[config.mk]
export PLATFORM = sky130hd
export DESIGN_NAME = http_chunked_body_decoder
export DESIGN_NICKNAME = d
export VERILOG_FILES = /design/src/design/hcbd_pkg.sv /design/src/design/http_chunked_body_decoder.sv
export SDC_FILE = /design/constraint.sdc
export NUM_CORES = 1
export LEC_CHECK = 0
export ABC_CLOCK_PERIOD_IN_PS = 5200
export BUFFER_PORTS_ARGS = -buffer_cell sky130_fd_sc_hd__buf_4
export CAP_MARGIN = 10
export CORE_MARGIN = 5
export CORE_UTILIZATION = 50
export CTS_CLUSTER_DIAMETER = 80
export DETAILED_ROUTE_END_ITERATION = 12
export GPL_TIMING_DRIVEN = 1
export PLACE_DENSITY_LB_ADDON = 0.05
export SLEW_MARGIN = 25
export SYNTH_ARGS = -nofsm -noshare
export SYNTH_HDL_FRONTEND = slang
export SYNTH_SLANG_ARGS = --single-unit
[constraint.sdc]
create_clock -name clk_i -period 5.2 [get_ports clk_i]
set_input_delay 0.52 -clock clk_i [delete_from_list [all_inputs] [get_ports clk_i]]
set_output_delay 0.52 -clock clk_i [all_outputs]
set_load 0.005 [all_outputs]
[src/design/hcbd_pkg.sv]
// ----------------------------------------------------------------------------
// hcbd_pkg
// Types, constants and helpers for the HTTP chunked body decoder.
// ----------------------------------------------------------------------------
`default_nettype none

package hcbd_pkg;

  // Size line digit limit and derived widths
  localparam int SizeDigitsMax = 8;
  localparam int ChunkW        = 4 * SizeDigitsMax;
  localparam int DigitCntW     = $clog2(SizeDigitsMax + 1);

  // Header key, first character in the top byte
  localparam int KeyLen  = 26;
  localparam int KeyPosW = $clog2(KeyLen + 1);
  localparam logic [KeyLen*8-1:0] TeKeyStr = "Transfer-Encoding: chunked";

  localparam logic [7:0] ChCr   = 8'h0D;
  localparam logic [7:0] ChLf   = 8'h0A;
  localparam logic [7:0] ChSemi = 8'h3B;

  // Configuration register indexes
  localparam int CfgIdxW = 1;
  localparam logic [CfgIdxW-1:0] CfgKeepDataCrlf = 1'd0;
  localparam logic [CfgIdxW-1:0] CfgDecodeEnable = 1'd1;
  localparam int CfgDataW = 1;

  typedef enum logic [3:0] {
    PhHeader  = 4'd0,
    PhPass    = 4'd1,
    PhSize    = 4'd2,
    PhExt     = 4'd3,
    PhSizeLf  = 4'd4,
    PhData    = 4'd5,
    PhDataCr  = 4'd6,
    PhDataLf  = 4'd7,
    PhTrailer = 4'd8,
    PhDone    = 4'd9,
    PhError   = 4'd10
  } phase_e;

  typedef enum logic [1:0] {
    KindHeader    = 2'd0,
    KindBody      = 2'd1,
    KindEnd       = 2'd2,
    KindMalformed = 2'd3
  } kind_e;

  typedef struct packed {
    logic [7:0] data_byte;
    logic       first_of_message;
  } in_t;

  typedef struct packed {
    logic [7:0] out_byte;
    kind_e      kind;
    logic       chunked_seen;
  } out_t;

  typedef struct packed {
    logic       valid;
    logic [3:0] value;
  } hex_t;

  function automatic logic [7:0] key_char(input logic [KeyPosW-1:0] pos);
    int sel;
    sel = KeyLen - 1 - int'(pos);
    if (sel < 0) begin
      sel = 0;
    end
    return TeKeyStr[sel*8 +: 8];
  endfunction

  function automatic hex_t hex_decode(input logic [7:0] c);
    hex_t h;
    h.valid = 1'b1;
    h.value = 4'd0;
    if (c >= 8'h30 && c <= 8'h39) begin
      h.value = 4'(c - 8'h30);
    end else if (c >= 8'h61 && c <= 8'h66) begin
      h.value = 4'(c - 8'h57);
    end else if (c >= 8'h41 && c <= 8'h46) begin
      h.value = 4'(c - 8'h37);
    end else begin
      h.valid = 1'b0;
    end
    return h;
  endfunction

endpackage

`default_nettype wire

[src/design/http_chunked_body_decoder.sv]
// ----------------------------------------------------------------------------
// http_chunked_body_decoder
// Byte-wide HTTP message parser: passes header bytes, detects a chunked
// transfer encoding header line and decodes or passes the body.
// ----------------------------------------------------------------------------
// Result word: registered, valid the cycle after its input word is accepted.
// Throughput: one word per cycle if not stalled; parser state updates in the
//   same cycle as the result register loads, so words may arrive back to back.
// Reset: asynchronous, active low; parser to header phase, both config
//   registers to 1, result register empty.
`default_nettype none

module http_chunked_body_decoder (
  input  wire logic                            clk_i,
  input  wire logic                            rst_ni,
  input  wire logic                            cfg_we_i,
  input  wire logic [hcbd_pkg::CfgIdxW-1:0]    cfg_idx_i,
  input  wire logic [hcbd_pkg::CfgDataW-1:0]   cfg_data_i,
  input  wire logic                            in_valid_i,
  output logic                                 in_ready_o,
  input  wire hcbd_pkg::in_t                   in_i,
  output logic                                 out_valid_o,
  input  wire logic                            out_ready_i,
  output hcbd_pkg::out_t                       out_o
);
  import hcbd_pkg::*;

  logic keep_crlf_q, decode_en_q;

  phase_e               phase_q, phase_d, phase_c;
  logic [ChunkW-1:0]    rem_q, rem_d, rem_c;
  logic [DigitCntW-1:0] cnt_q, cnt_d, cnt_c;
  logic [KeyPosW-1:0]   pos_q, pos_d, pos_c;
  logic                 match_q, match_d, match_c;
  logic                 chunked_q, chunked_d, chunked_c;
  logic                 empty_q, empty_d, empty_c;

  logic       in_fire;
  logic [7:0] c;
  hex_t       hx;
  logic       res_vld;
  out_t       res;
  logic       out_valid_q;
  out_t       out_q;

  assign in_ready_o = !out_valid_q || out_ready_i;
  assign in_fire    = in_valid_i && in_ready_o;
  assign c          = in_i.data_byte;
  assign hx         = hex_decode(c);

  // first_of_message restarts the parser before this byte
  always_comb begin
    if (in_i.first_of_message) begin
      phase_c   = PhHeader;
      rem_c     = '0;
      cnt_c     = '0;
      pos_c     = '0;
      match_c   = 1'b1;
      chunked_c = 1'b0;
      empty_c   = 1'b1;
    end else begin
      phase_c   = phase_q;
      rem_c     = rem_q;
      cnt_c     = cnt_q;
      pos_c     = pos_q;
      match_c   = match_q;
      chunked_c = chunked_q;
      empty_c   = empty_q;
    end
  end

  // next state
  always_comb begin
    phase_d   = phase_c;
    rem_d     = rem_c;
    cnt_d     = cnt_c;
    pos_d     = pos_c;
    match_d   = match_c;
    chunked_d = chunked_c;
    empty_d   = empty_c;
    unique case (phase_c)
      PhHeader: begin
        if (c == ChLf) begin
          if (empty_c) begin
            phase_d = (chunked_c && decode_en_q) ? PhSize : PhPass;
            rem_d   = '0;
            cnt_d   = '0;
          end else if (match_c && pos_c == KeyPosW'(KeyLen)) begin
            chunked_d = 1'b1;
          end
          pos_d   = '0;
          match_d = 1'b1;
          empty_d = 1'b1;
        end else if (c != ChCr) begin
          empty_d = 1'b0;
          if (match_c && pos_c < KeyPosW'(KeyLen)) begin
            if (c == key_char(pos_c)) begin
              pos_d = pos_c + KeyPosW'(1);
            end else begin
              match_d = 1'b0;
            end
          end
        end
      end
      PhSize: begin
        if (hx.valid) begin
          if (cnt_c >= DigitCntW'(SizeDigitsMax)) begin
            phase_d = PhError;
          end else begin
            rem_d = {rem_c[ChunkW-5:0], hx.value};
            cnt_d = cnt_c + DigitCntW'(1);
          end
        end else if (cnt_c == '0) begin
          phase_d = PhError;
        end else if (c == ChSemi) begin
          phase_d = PhExt;
        end else if (c == ChCr) begin
          phase_d = PhSizeLf;
        end else begin
          phase_d = PhError;
        end
      end
      PhExt: begin
        if (c == ChCr) begin
          phase_d = PhSizeLf;
        end else if (c == ChLf) begin
          phase_d = PhError;
        end
      end
      PhSizeLf: begin
        if (c != ChLf) begin
          phase_d = PhError;
        end else if (rem_c == '0) begin
          phase_d = PhTrailer;
          empty_d = 1'b1;
        end else begin
          phase_d = PhData;
        end
      end
      PhData: begin
        rem_d = rem_c - ChunkW'(1);
        if (rem_c == ChunkW'(1)) begin
          phase_d = PhDataCr;
        end
      end
      PhDataCr: begin
        phase_d = (c == ChCr) ? PhDataLf : PhError;
      end
      PhDataLf: begin
        if (c != ChLf) begin
          phase_d = PhError;
        end else begin
          phase_d = PhSize;
          rem_d   = '0;
          cnt_d   = '0;
        end
      end
      PhTrailer: begin
        if (c == ChLf) begin
          if (empty_c) begin
            phase_d = PhDone;
          end else begin
            empty_d = 1'b1;
          end
        end else if (c != ChCr) begin
          empty_d = 1'b0;
        end
      end
      default: begin
      end
    endcase
  end

  // result word
  always_comb begin
    res_vld          = 1'b0;
    res.out_byte     = 8'd0;
    res.kind         = KindMalformed;
    res.chunked_seen = chunked_d;
    unique case (phase_c) inside
      PhHeader: begin
        res_vld      = 1'b1;
        res.out_byte = c;
        res.kind     = KindHeader;
      end
      PhPass, PhData: begin
        res_vld      = 1'b1;
        res.out_byte = c;
        res.kind     = KindBody;
      end
      PhSize: begin
        if (hx.valid) begin
          res_vld = (cnt_c >= DigitCntW'(SizeDigitsMax));
        end else begin
          res_vld = (cnt_c == '0) || (c != ChSemi && c != ChCr);
        end
      end
      PhExt:    res_vld = (c == ChLf);
      PhSizeLf: res_vld = (c != ChLf);
      PhDataCr, PhDataLf: begin
        if (c != ((phase_c == PhDataCr) ? ChCr : ChLf)) begin
          res_vld = 1'b1;
        end else if (keep_crlf_q) begin
          res_vld      = 1'b1;
          res.out_byte = c;
          res.kind     = KindBody;
        end
      end
      PhTrailer: begin
        if (c == ChLf && empty_c) begin
          res_vld  = 1'b1;
          res.kind = KindEnd;
        end
      end
      default: begin
      end
    endcase
  end

  always_ff @(posedge clk_i or negedge rst_ni) begin
    if (!rst_ni) begin
      keep_crlf_q <= 1'b1;
      decode_en_q <= 1'b1;
    end else if (cfg_we_i) begin
      case (cfg_idx_i)
        CfgKeepDataCrlf: keep_crlf_q <= cfg_data_i[0];
        CfgDecodeEnable: decode_en_q <= cfg_data_i[0];
        default: begin
        end
      endcase
    end
  end

  always_ff @(posedge clk_i or negedge rst_ni) begin
    if (!rst_ni) begin
      phase_q   <= PhHeader;
      rem_q     <= '0;
      cnt_q     <= '0;
      pos_q     <= '0;
      match_q   <= 1'b1;
      chunked_q <= 1'b0;
      empty_q   <= 1'b1;
    end else if (in_fire) begin
      phase_q   <= phase_d;
      rem_q     <= rem_d;
      cnt_q     <= cnt_d;
      pos_q     <= pos_d;
      match_q   <= match_d;
      chunked_q <= chunked_d;
      empty_q   <= empty_d;
    end
  end

  always_ff @(posedge clk_i or negedge rst_ni) begin
    if (!rst_ni) begin
      out_valid_q <= 1'b0;
    end else if (in_fire) begin
      out_valid_q <= res_vld;
    end else if (out_ready_i) begin
      out_valid_q <= 1'b0;
    end
  end

  always_ff @(posedge clk_i) begin
    if (in_fire && res_vld) begin
      out_q <= res;
    end
  end

  assign out_valid_o = out_valid_q;
  assign out_o       = out_q;

  // an end word always leaves the parser in the done phase
  a_end_to_done: assert property (@(posedge clk_i) disable iff (!rst_ni)
    in_fire && res_vld && res.kind == KindEnd |=> phase_q == PhDone)
    else $error("end word without done phase");

  // a malformed word always leaves the parser in the error phase
  a_err_to_error: assert property (@(posedge clk_i) disable iff (!rst_ni)
    in_fire && res_vld && res.kind == KindMalformed |=> phase_q == PhError)
    else $error("malformed word without error phase");

  // end of chunked body only after the chunked header was seen, with a zero byte
  a_end_chunked: assert property (@(posedge clk_i) disable iff (!rst_ni)
    out_valid_o && out_o.kind == KindEnd |-> out_o.chunked_seen && out_o.out_byte == 8'd0)
    else $error("end word without chunked header");

  // key position never runs past the key
  a_key_pos: assert property (@(posedge clk_i) disable iff (!rst_ni)
    pos_q <= KeyPosW'(KeyLen))
    else $error("key position overflow");

endmodule

`default_nettype wire

==> results of run 1 <==
-- power by group through the flow --
stage | combinational [mW] | sequential [mW] | clock [mW]
floorplan | 0.560 | 0.597 | 0
global placement | 0.701 | 0.653 | 0
detailed placement | 0.708 | 0.656 | 0
CTS | 0.713 | 0.647 | 0.645
global route | 0.806 | 0.660 | 0.665
finish | 0.722 | 0.650 | 0.634
-- worst register-to-register path, cell delays in order (launching register included) --
cell and delay, ns:
dfrtp_1 0.48, nor2b_1 0.30, inv_1 0.13, ha_1 0.36
o21ai_0 0.56, inv_1 0.19, ha_1 0.26, mux2_2 0.28
o21ai_0 0.13, o21ai_0 0.08, o21ai_0 0.25, and3_1 0.22
o221ai_2 0.09, or4_4 0.60, or4_1 0.49, nand3_1 0.09
-- worst max-delay path by stage --
stage                     slack [ns]  cells after the start     start  endpoint
final                           0.64                     15  pos_q[2]  pos_q[4]
after global routing            0.37                     15  pos_q[2]  pos_q[4]
after CTS                       0.66                     15  pos_q[2]  pos_q[4]
after detailed placement        0.56                     16   in_i[0]  pos_q[4]
after global placement          0.78                     16   in_i[0]  pos_q[4]
after floorplan                 0.06                     23   in_i[0]  pos_q[4]
-- sequential cells by signal, summed over array words and instances (netlist names), 4 cells and up --
name,count
rem_q,32
cnt_q,4
pos_q,5
phase_q,4
out_o,11
-- cells by family (layout without fill, tap and decap cells) --
logic type,Yosys count,after routing,synth area share [%]
simple gates,291,291,25.5
compound gates,276,276,30.7
buf+inv,79,73,5.70
flops,62,62,28.4
fa+ha+maj,21,21,4.62
mux,19,19,3.41
xor+xnor,11,11,1.70
-- per-stage QoR --
step	hold slack [ns]	setup slack (ns)	util [%]	cells
2_1_floorplan	0.224	0.0610	-	759
3_3_place_gp	0.508	0.780	52.2	880
3_5_place_dp	0.510	0.565	52.2	880
4_1_cts	0.247	0.660	55.0	896
5_1_grt	0.287	0.372	55.0	896
6_report	0.234	0.645	55.0	896
-- Yosys cell counts, types with 11 or more instances --
| cell | instances | area, um2 |
|---|---|---|
| nand3_1 | 23 | 115 |
| nand2_1 | 71 | 267 |
| nor4_1 | 11 | 68.8 |
| clkbuf_1 | 37 | 139 |
| inv_1 | 20 | 75.1 |
| nor3_1 | 27 | 135 |
| nor2b_1 | 14 | 87.6 |
| nor2_1 | 83 | 312 |
| ha_1 | 21 | 263 |
| edfxtp_1 | 11 | 330 |
| a31oi_1 | 13 | 81.3 |
| and2_1 | 11 | 68.8 |
| dfrtp_1 | 47 | 1180 |
| o31ai_1 | 14 | 105 |
| o21ai_0 | 104 | 521 |
| a21oi_1 | 55 | 275 |
| mux2i_1 | 16 | 160 |
-- routing by layer --
layer / track usage [%] / vias to the layer above
met3: 3.73 / 24
met2: 39.3 / 215
li1: - / 2780
met4: 7.11 / 0
met5: 0 / -
met1: 39.3 / 2841
-- final cells by class --
cell class | instances | area [um2]
sequential | 62 | 1610
tap | 143 | 179
multi-input combinational | 618 | 3750
clock inverter | 3 | 42.5
fill | 1069 | 5070
timing repair buffer | 36 | 270
inverter | 21 | 78.8
clock buffer | 13 | 270
==> summary by stage, run 1 <==
Power and ir drop
The relative contribution of sequential cells to total power is 32.4%. For this design the ratio of total power to cell area is 324 nW/um2. Per report_power, the combinational group accounts for 36.0% of the total.

The switching power is 0.762 mW. The switching share of power is 38.0%. IR analysis of the VDD net gives a maximum drop of 0.256 mV. The total chip power is 2.01 mW. For this design the static power due to leakage is 2.44 nW. Per report_power, the clock group accounts for 31.6% of the total. Cell internal power was estimated by the tool at 1.24 mW.

Synth
For this run, the register share of the synthesized area comes to 28.4%. The number of distinct library cells after synthesis is 76. The main flop type after synthesis is dfrtp_1.

The share of synthesized flip-flops with an asynchronous set or reset is 82.3%. For this run, the number of Yosys warnings is 0. The number of synthesized register bits is 62. The number of enable-type register cells in the synthesized netlist is 11.

The cell area that synthesis handed to floorplanning was 5680 um2. The net count after synthesis is 796. Averaged over all synthesized cells, the footprint is 7.49 um2. The number of cells produced by synthesis is 759.

Global routing
The number of antenna violations at the first check in global routing is 0. The number of global-route vias before repair is 5364. Entering global routing, the biggest net connects 56 pins. The first global-routing pass estimated 28.3 mm of wire.

Global routing used 26.2% of the available tracks across all layers. The total global routing overflow is 0.

Floorplanning
The placeable core region is 11300 um2. The floorplan has 39 rows. The initial utilization of the core area, before any placement, comes to 50.4%. The boundary pin count is 29. The vertical die dimension is 117 um. The die is 117 um wide. The die covers 13600 um2.

Route
Before antenna repair, the detailed router went through 5 iterations. The DRC violation total after the first TritonRoute iteration is 671. After detailed routing, the number of remaining DRC violations is 0. For this block, wires on met1 add up to 8.12 mm. The wire length on met2 is 7.67 mm. The number of nets with antenna violations after routing is 0. Wires add up to 17.2 mm. The detailed-route via count is 5860. The highest routing layer actually used is met4. Using the TritonRoute via totals, the vias-per-cell ratio works out to 6.54.

In the detailed route, the total length drawn on met3 is 1.14 mm. The routed length per instance is 19.2 um.

Final layout
The number of antenna diodes in the final layout is 0. In the layout the commonest cells are o21ai_0 (104), nor2_1 (83), nand2_1 (71), a21oi_1 (55), dfrtp_1 (47). The signed area change from the synthesized netlist to the final layout is 9.11%. The final net count is 785.

The fraction of layout cells with a size suffix above 1 is 9.96%. Leaving out fill and tap cells, the most frequent cell in the layout is o21ai_0. The cell area after layout is 6200 um2.

Clocking
In this run the deepest clock path goes through 2 buffers. The quantity of gates resized following cts is 0. The cell sitting at the root of the clock tree is a clkbuf_16. The clock insertion delay at the later pin of the skew report is 0.34 ns.

Clock-pin slew was measured on the worst setup and hold paths at 0.06 ns. The number of clock sinks is 62. The cts-stage hold buffer count is 0.

TritonCTS built the clock tree. The number of clock buffers added by TritonCTS is 9. The clock tree synthesis step divided the H-tree into 3 levels. The number of setup buffers added after CTS is 0.

Run
Across the run, the number of max-cap violations was 0.

Placed design
The weighted congestion reported at the end of routability-driven placement is 0.904. The quantity of I/O buffers inserted on ports is 28. The post-place instance area is 5890 um2.

The detailed placement HPWL is 11.7 mm.

Critical path
The cell with the most instances on the worst path is o21ai_0. The number of buffers and inverters on the critical path is 2. The arrival time of the worst setup path is 4.83 ns. On the critical path the largest part of the delay comes from simple AND/OR/NAND/NOR gates. In this design, the stage delay of the slowest critical-path cell is 0.59 ns. The worst reg2reg path endpoint is pos_q[4]. Counting cells, the worst reg-to-reg path comes to 15. STA classifies the critical path startpoint as a flop. STA classifies the critical path endpoint as a flop. The type of the setup path with the least slack is reg2reg.

The launch point of the worst reg-to-reg path is pos_q[2]. The slack of the worst reg-to-reg path is 0.64 ns. The highest-delay cell along the critical path is or4_4.

The signal on the critical path passes through nor2b_1, inv_1, ha_1, o21ai_0, inv_1, ha_1, mux2_2, o21ai_0, o21ai_0, o21ai_0, and3_1, o221ai_2, or4_4, or4_1, nand3_1. The required time of the worst setup path is 5.47 ns. The maximum fanout count along the critical path is 12.

STA
The max-slew violation total from the final report is 0. The slew at the pin closest to its max-slew limit is 0.962 ns. The shortest clock period the worst path allows after layout is 4.56 ns. The achievable clock frequency is 220 MHz. The number of endpoints failing setup at the final stage is 0. On the final layout, the worst clock skew is 0.00748 ns. Setup repair after global routing left no endpoint under its margin.

After layout, the worst path uses 87.6% of the clock period. The summed negative setup slack over all endpoints is 0 ns. The count of final hold-check violations came to 0. The headroom to the max-slew limit is 35.9%.

Status
The run finished with clean final reports.

Worst hold path
The class of the most critical hold timing path is in2async.
Power figures use the tool's default switching activity.
==> run 2: changes to the inputs <==
==> constraint.sdc (replaced) <==
create_clock -name clk_i -period 5.2 [get_ports clk_i]
set_input_delay 1.3 -clock clk_i [delete_from_list [all_inputs] [get_ports clk_i]]
set_output_delay 1.3 -clock clk_i [all_outputs]
set_load 0.005 [all_outputs]
==> summary by stage, run 2 (synthesis results as in run 1) <==
Placed design
The weighted congestion reported at the end of routability-driven placement is 0.941 (+4.2%). The detailed placement HPWL came to 12.1 mm (+3.5%). The total placed cells including tap cells is 892 (+1.4%). The quantity of I/O buffers inserted on ports was 28 (unchanged).

Critical path
The worst register-to-register path ends at pos_q[4]. The arrival time of the worst setup path was 4.76 ns (-0.07 ns). The maximum fanout count along the critical path came to 10 (-2). The logic depth of the worst register-to-register path is 13 (-2). The worst stage delay on the critical path is 0.60 ns (about the same). STA classifies the critical path startpoint as an input port. The worst setup path is of the in2reg kind.

The worst setup path is captured at a flop. The family with the most delay on the worst path is simple AND/OR/NAND/NOR gates. Walking the worst path, the cells encountered are buf_4, clkinv_4, nand2_1, inv_1, ha_1, inv_1, nor2_1, a21oi_1, a221oi_1, o21a_1, o221ai_2, or4_4, or4_1, nand3_1. Among all stages on the critical path, the largest delay is contributed by or4_4. The number of buffers and inverters on the critical path came to 4 (+2).

The required time of the worst setup path is 5.47 ns (about the same). The worst register-to-register path begins at pos_q[3]. The slack of the worst reg-to-reg path is 1.21 ns (+0.57 ns). The cell with the most instances on the worst path is inv_1.

Worst hold path
Along the worst hold path, the cell count comes to 1. The worst min-delay path endpoint is chunked_q. The class of the most critical hold timing path is reg2reg.

The startpoint identified for the worst hold timing path is chunked_q.

Route
The number of nets with antenna violations after routing is 0 (unchanged). The detailed-route vias per instance is 6.52 (-0.31%). The post-detailed-routing wire length is 17.6 mm (+2.7%). The DRC violation total after the first TritonRoute iteration is 592 (-12%). The count of TritonRoute iterations in the first routing pass came to 5 (unchanged). The number of remaining DRC errors is 0 (unchanged). The detailed-route via count is 5920 (+1.0%).

The routed length per instance was 19.4 um (+1.4%).

Floorplanning
The placeable core region came to 11300 um2 (unchanged). The starting utilization of the core area is 50.4% (unchanged). The overall die area is 13600 um2 (unchanged).

The die outline width came to 117 um (unchanged). The boundary pin count was 29 (unchanged). The vertical die dimension is 117 um (unchanged). The number of placement rows is 39 (unchanged).

Final layout
The largest register by flop count is rem_q. The library cells used most frequently in the layout, excluding fill and tap cells, are o21ai_0 (101), nor2_1 (83), nand2_1 (71), a21oi_1 (54), buf_4 (48). The number of standard cells in the layout, taps in and fillers out is 908 (+1.3%). The final net count is 797 (+1.5%). The leading cell type in the layout, fill and taps excluded is o21ai_0. The fraction of layout cells with a size suffix above 1 is 12.3% (+2.3 points). The antenna diode count is 0 (unchanged).

The register area came to 1610 um2 (unchanged). The flip-flop count of the largest register, all copies and words added was 32 (unchanged). The number of filler cells placed in the layout is 1079 (+0.94%). The area of combinational cells with multiple inputs came to 3780 um2 (+0.83%). Relative to the synthesized area, the layout overhead comes to 11.7%.

Global routing
The number of antenna violations at the first check in global routing is 0 (unchanged). The total global routing overflow is 0 (unchanged). The overall routing resource usage came to 26.8% (+0.65 points). The number of global-route vias before repair is 5511 (+2.7%). The pin count of the biggest net entering global routing came to 52 (-7.1%).

The global-route wire length before repair is 29.0 mm (+2.4%).

STA
The final critical-path share of the clock period is 86.3% (-1.3 points). The count of final hold-check violations came to 0 (unchanged). The max-slew violation total from the final report is 0 (unchanged). The summed negative setup slack over all endpoints is 0 ns (unchanged). The shortest clock period the worst path allows after layout was 4.49 ns (-0.0670 ns). The headroom to the max-slew limit is 36.9% (+1.0 points).

The setup clock skew after layout is 0.00782 ns (+0.000340 ns). The slew at the pin closest to its max-slew limit was 0.946 ns (-0.0156 ns). Setup repair after global routing left no endpoint under its margin. The achievable clock frequency came to 223 MHz (+1.5%).

The number of endpoints failing setup at the final stage is 0 (unchanged).

Power and ir drop
The peak ir drop on the vdd network is 0.245 mV (-4.2%). The power per cell area is 329 nW/um2 (+1.6%). The leakage power is 2.51 nW (+3.0%).

Clocking
The clock insertion delay at the later pin of the skew report is 0.34 ns (about the same). The H-tree depth reported by CTS was 3 (unchanged). The clock tree from TritonCTS is done.

The number of clock sinks is 62 (unchanged). The total CTS buffers is 9 (unchanged). The clock transition at the register clock pins on the worst setup and hold paths after CTS is 0.05 ns (about the same). The cts-stage hold buffer count is 0 (unchanged). The maximum clock insertion buffer count is 2 (unchanged). The quantity of gates resized following cts is 0 (unchanged). In this run the clock root is driven by a clkbuf_16.

The number of setup buffers added after CTS came to 0 (unchanged).

Run
The number of violations of the max-capacitance limit came to 0 (unchanged).

Status
The run finished with clean final reports.
[run 2: cell types whose count changed in the layout (fill, tap and decap cells not counted), moves of 2 or more]
cell,previous run,this run
buf_4,36,48
o21ai_0,104,101
clkbuf_16,9,11
clkbuf_8,3,1
ha_1,21,19
ha_2,0,2
[run 2: stage by stage]
step | area, um2 | util, % | hold slack, ns | power [mW] | setup WS (ns)
6_report | 6350 | 56.3 | 0.514 | 2.09 | 0.712
5_1_grt | 6350 | 56.3 | 0.532 | 2.20 | 0.493
4_1_cts | 6340 | 56.3 | 0.513 | 2.08 | 0.768
3_5_place_dp | 6010 | 53.3 | 0.501 | 1.40 | 0.408
3_3_place_gp | 6010 | 53.3 | 0.497 | 1.39 | 0.490
2_1_floorplan | 5770 | - | 0.480 | 1.18 | 0.00198
[run 2: area by class of cell]
cell class	count	share of cell area (%)
multi-input cells	618	59.6
flip-flops and latches	62	25.4
repair buffers	48	5.68
clock buffers	14	4.67
well taps	143	2.82
inverters	21	1.32
clock inverters	2	0.552
[run 2: report_power, final]
| part | switching (mW) | internal (mW) | total, mW |
|---|---|---|---|
| logic | 0.471 | 0.291 | 0.762 |
| clock network | 0.228 | 0.442 | 0.670 |
| registers | 0.0931 | 0.562 | 0.655 |
[run 2: how the worst max path moves through the flow]
stage,from,end,slack [ns],cells past startpoint
final,in_i[0],pos_q[4],0.71,14
after global routing,in_i[0],pos_q[4],0.49,14
after CTS,in_i[0],pos_q[4],0.77,14
after detailed placement,in_i[0],pos_q[4],0.41,14
after global placement,in_i[0],pos_q[4],0.49,14
after floorplan,in_i[0],pos_q[4],0.002,23
[run 2: routing by layer]
metal | global-route usage [%] | wire length (um)
met5 | 0 | 0
met1 | 38.4 | 7990
met3 | 5.28 | 1390
met4 | 7.42 | 210
met2 | 41.3 | 8050
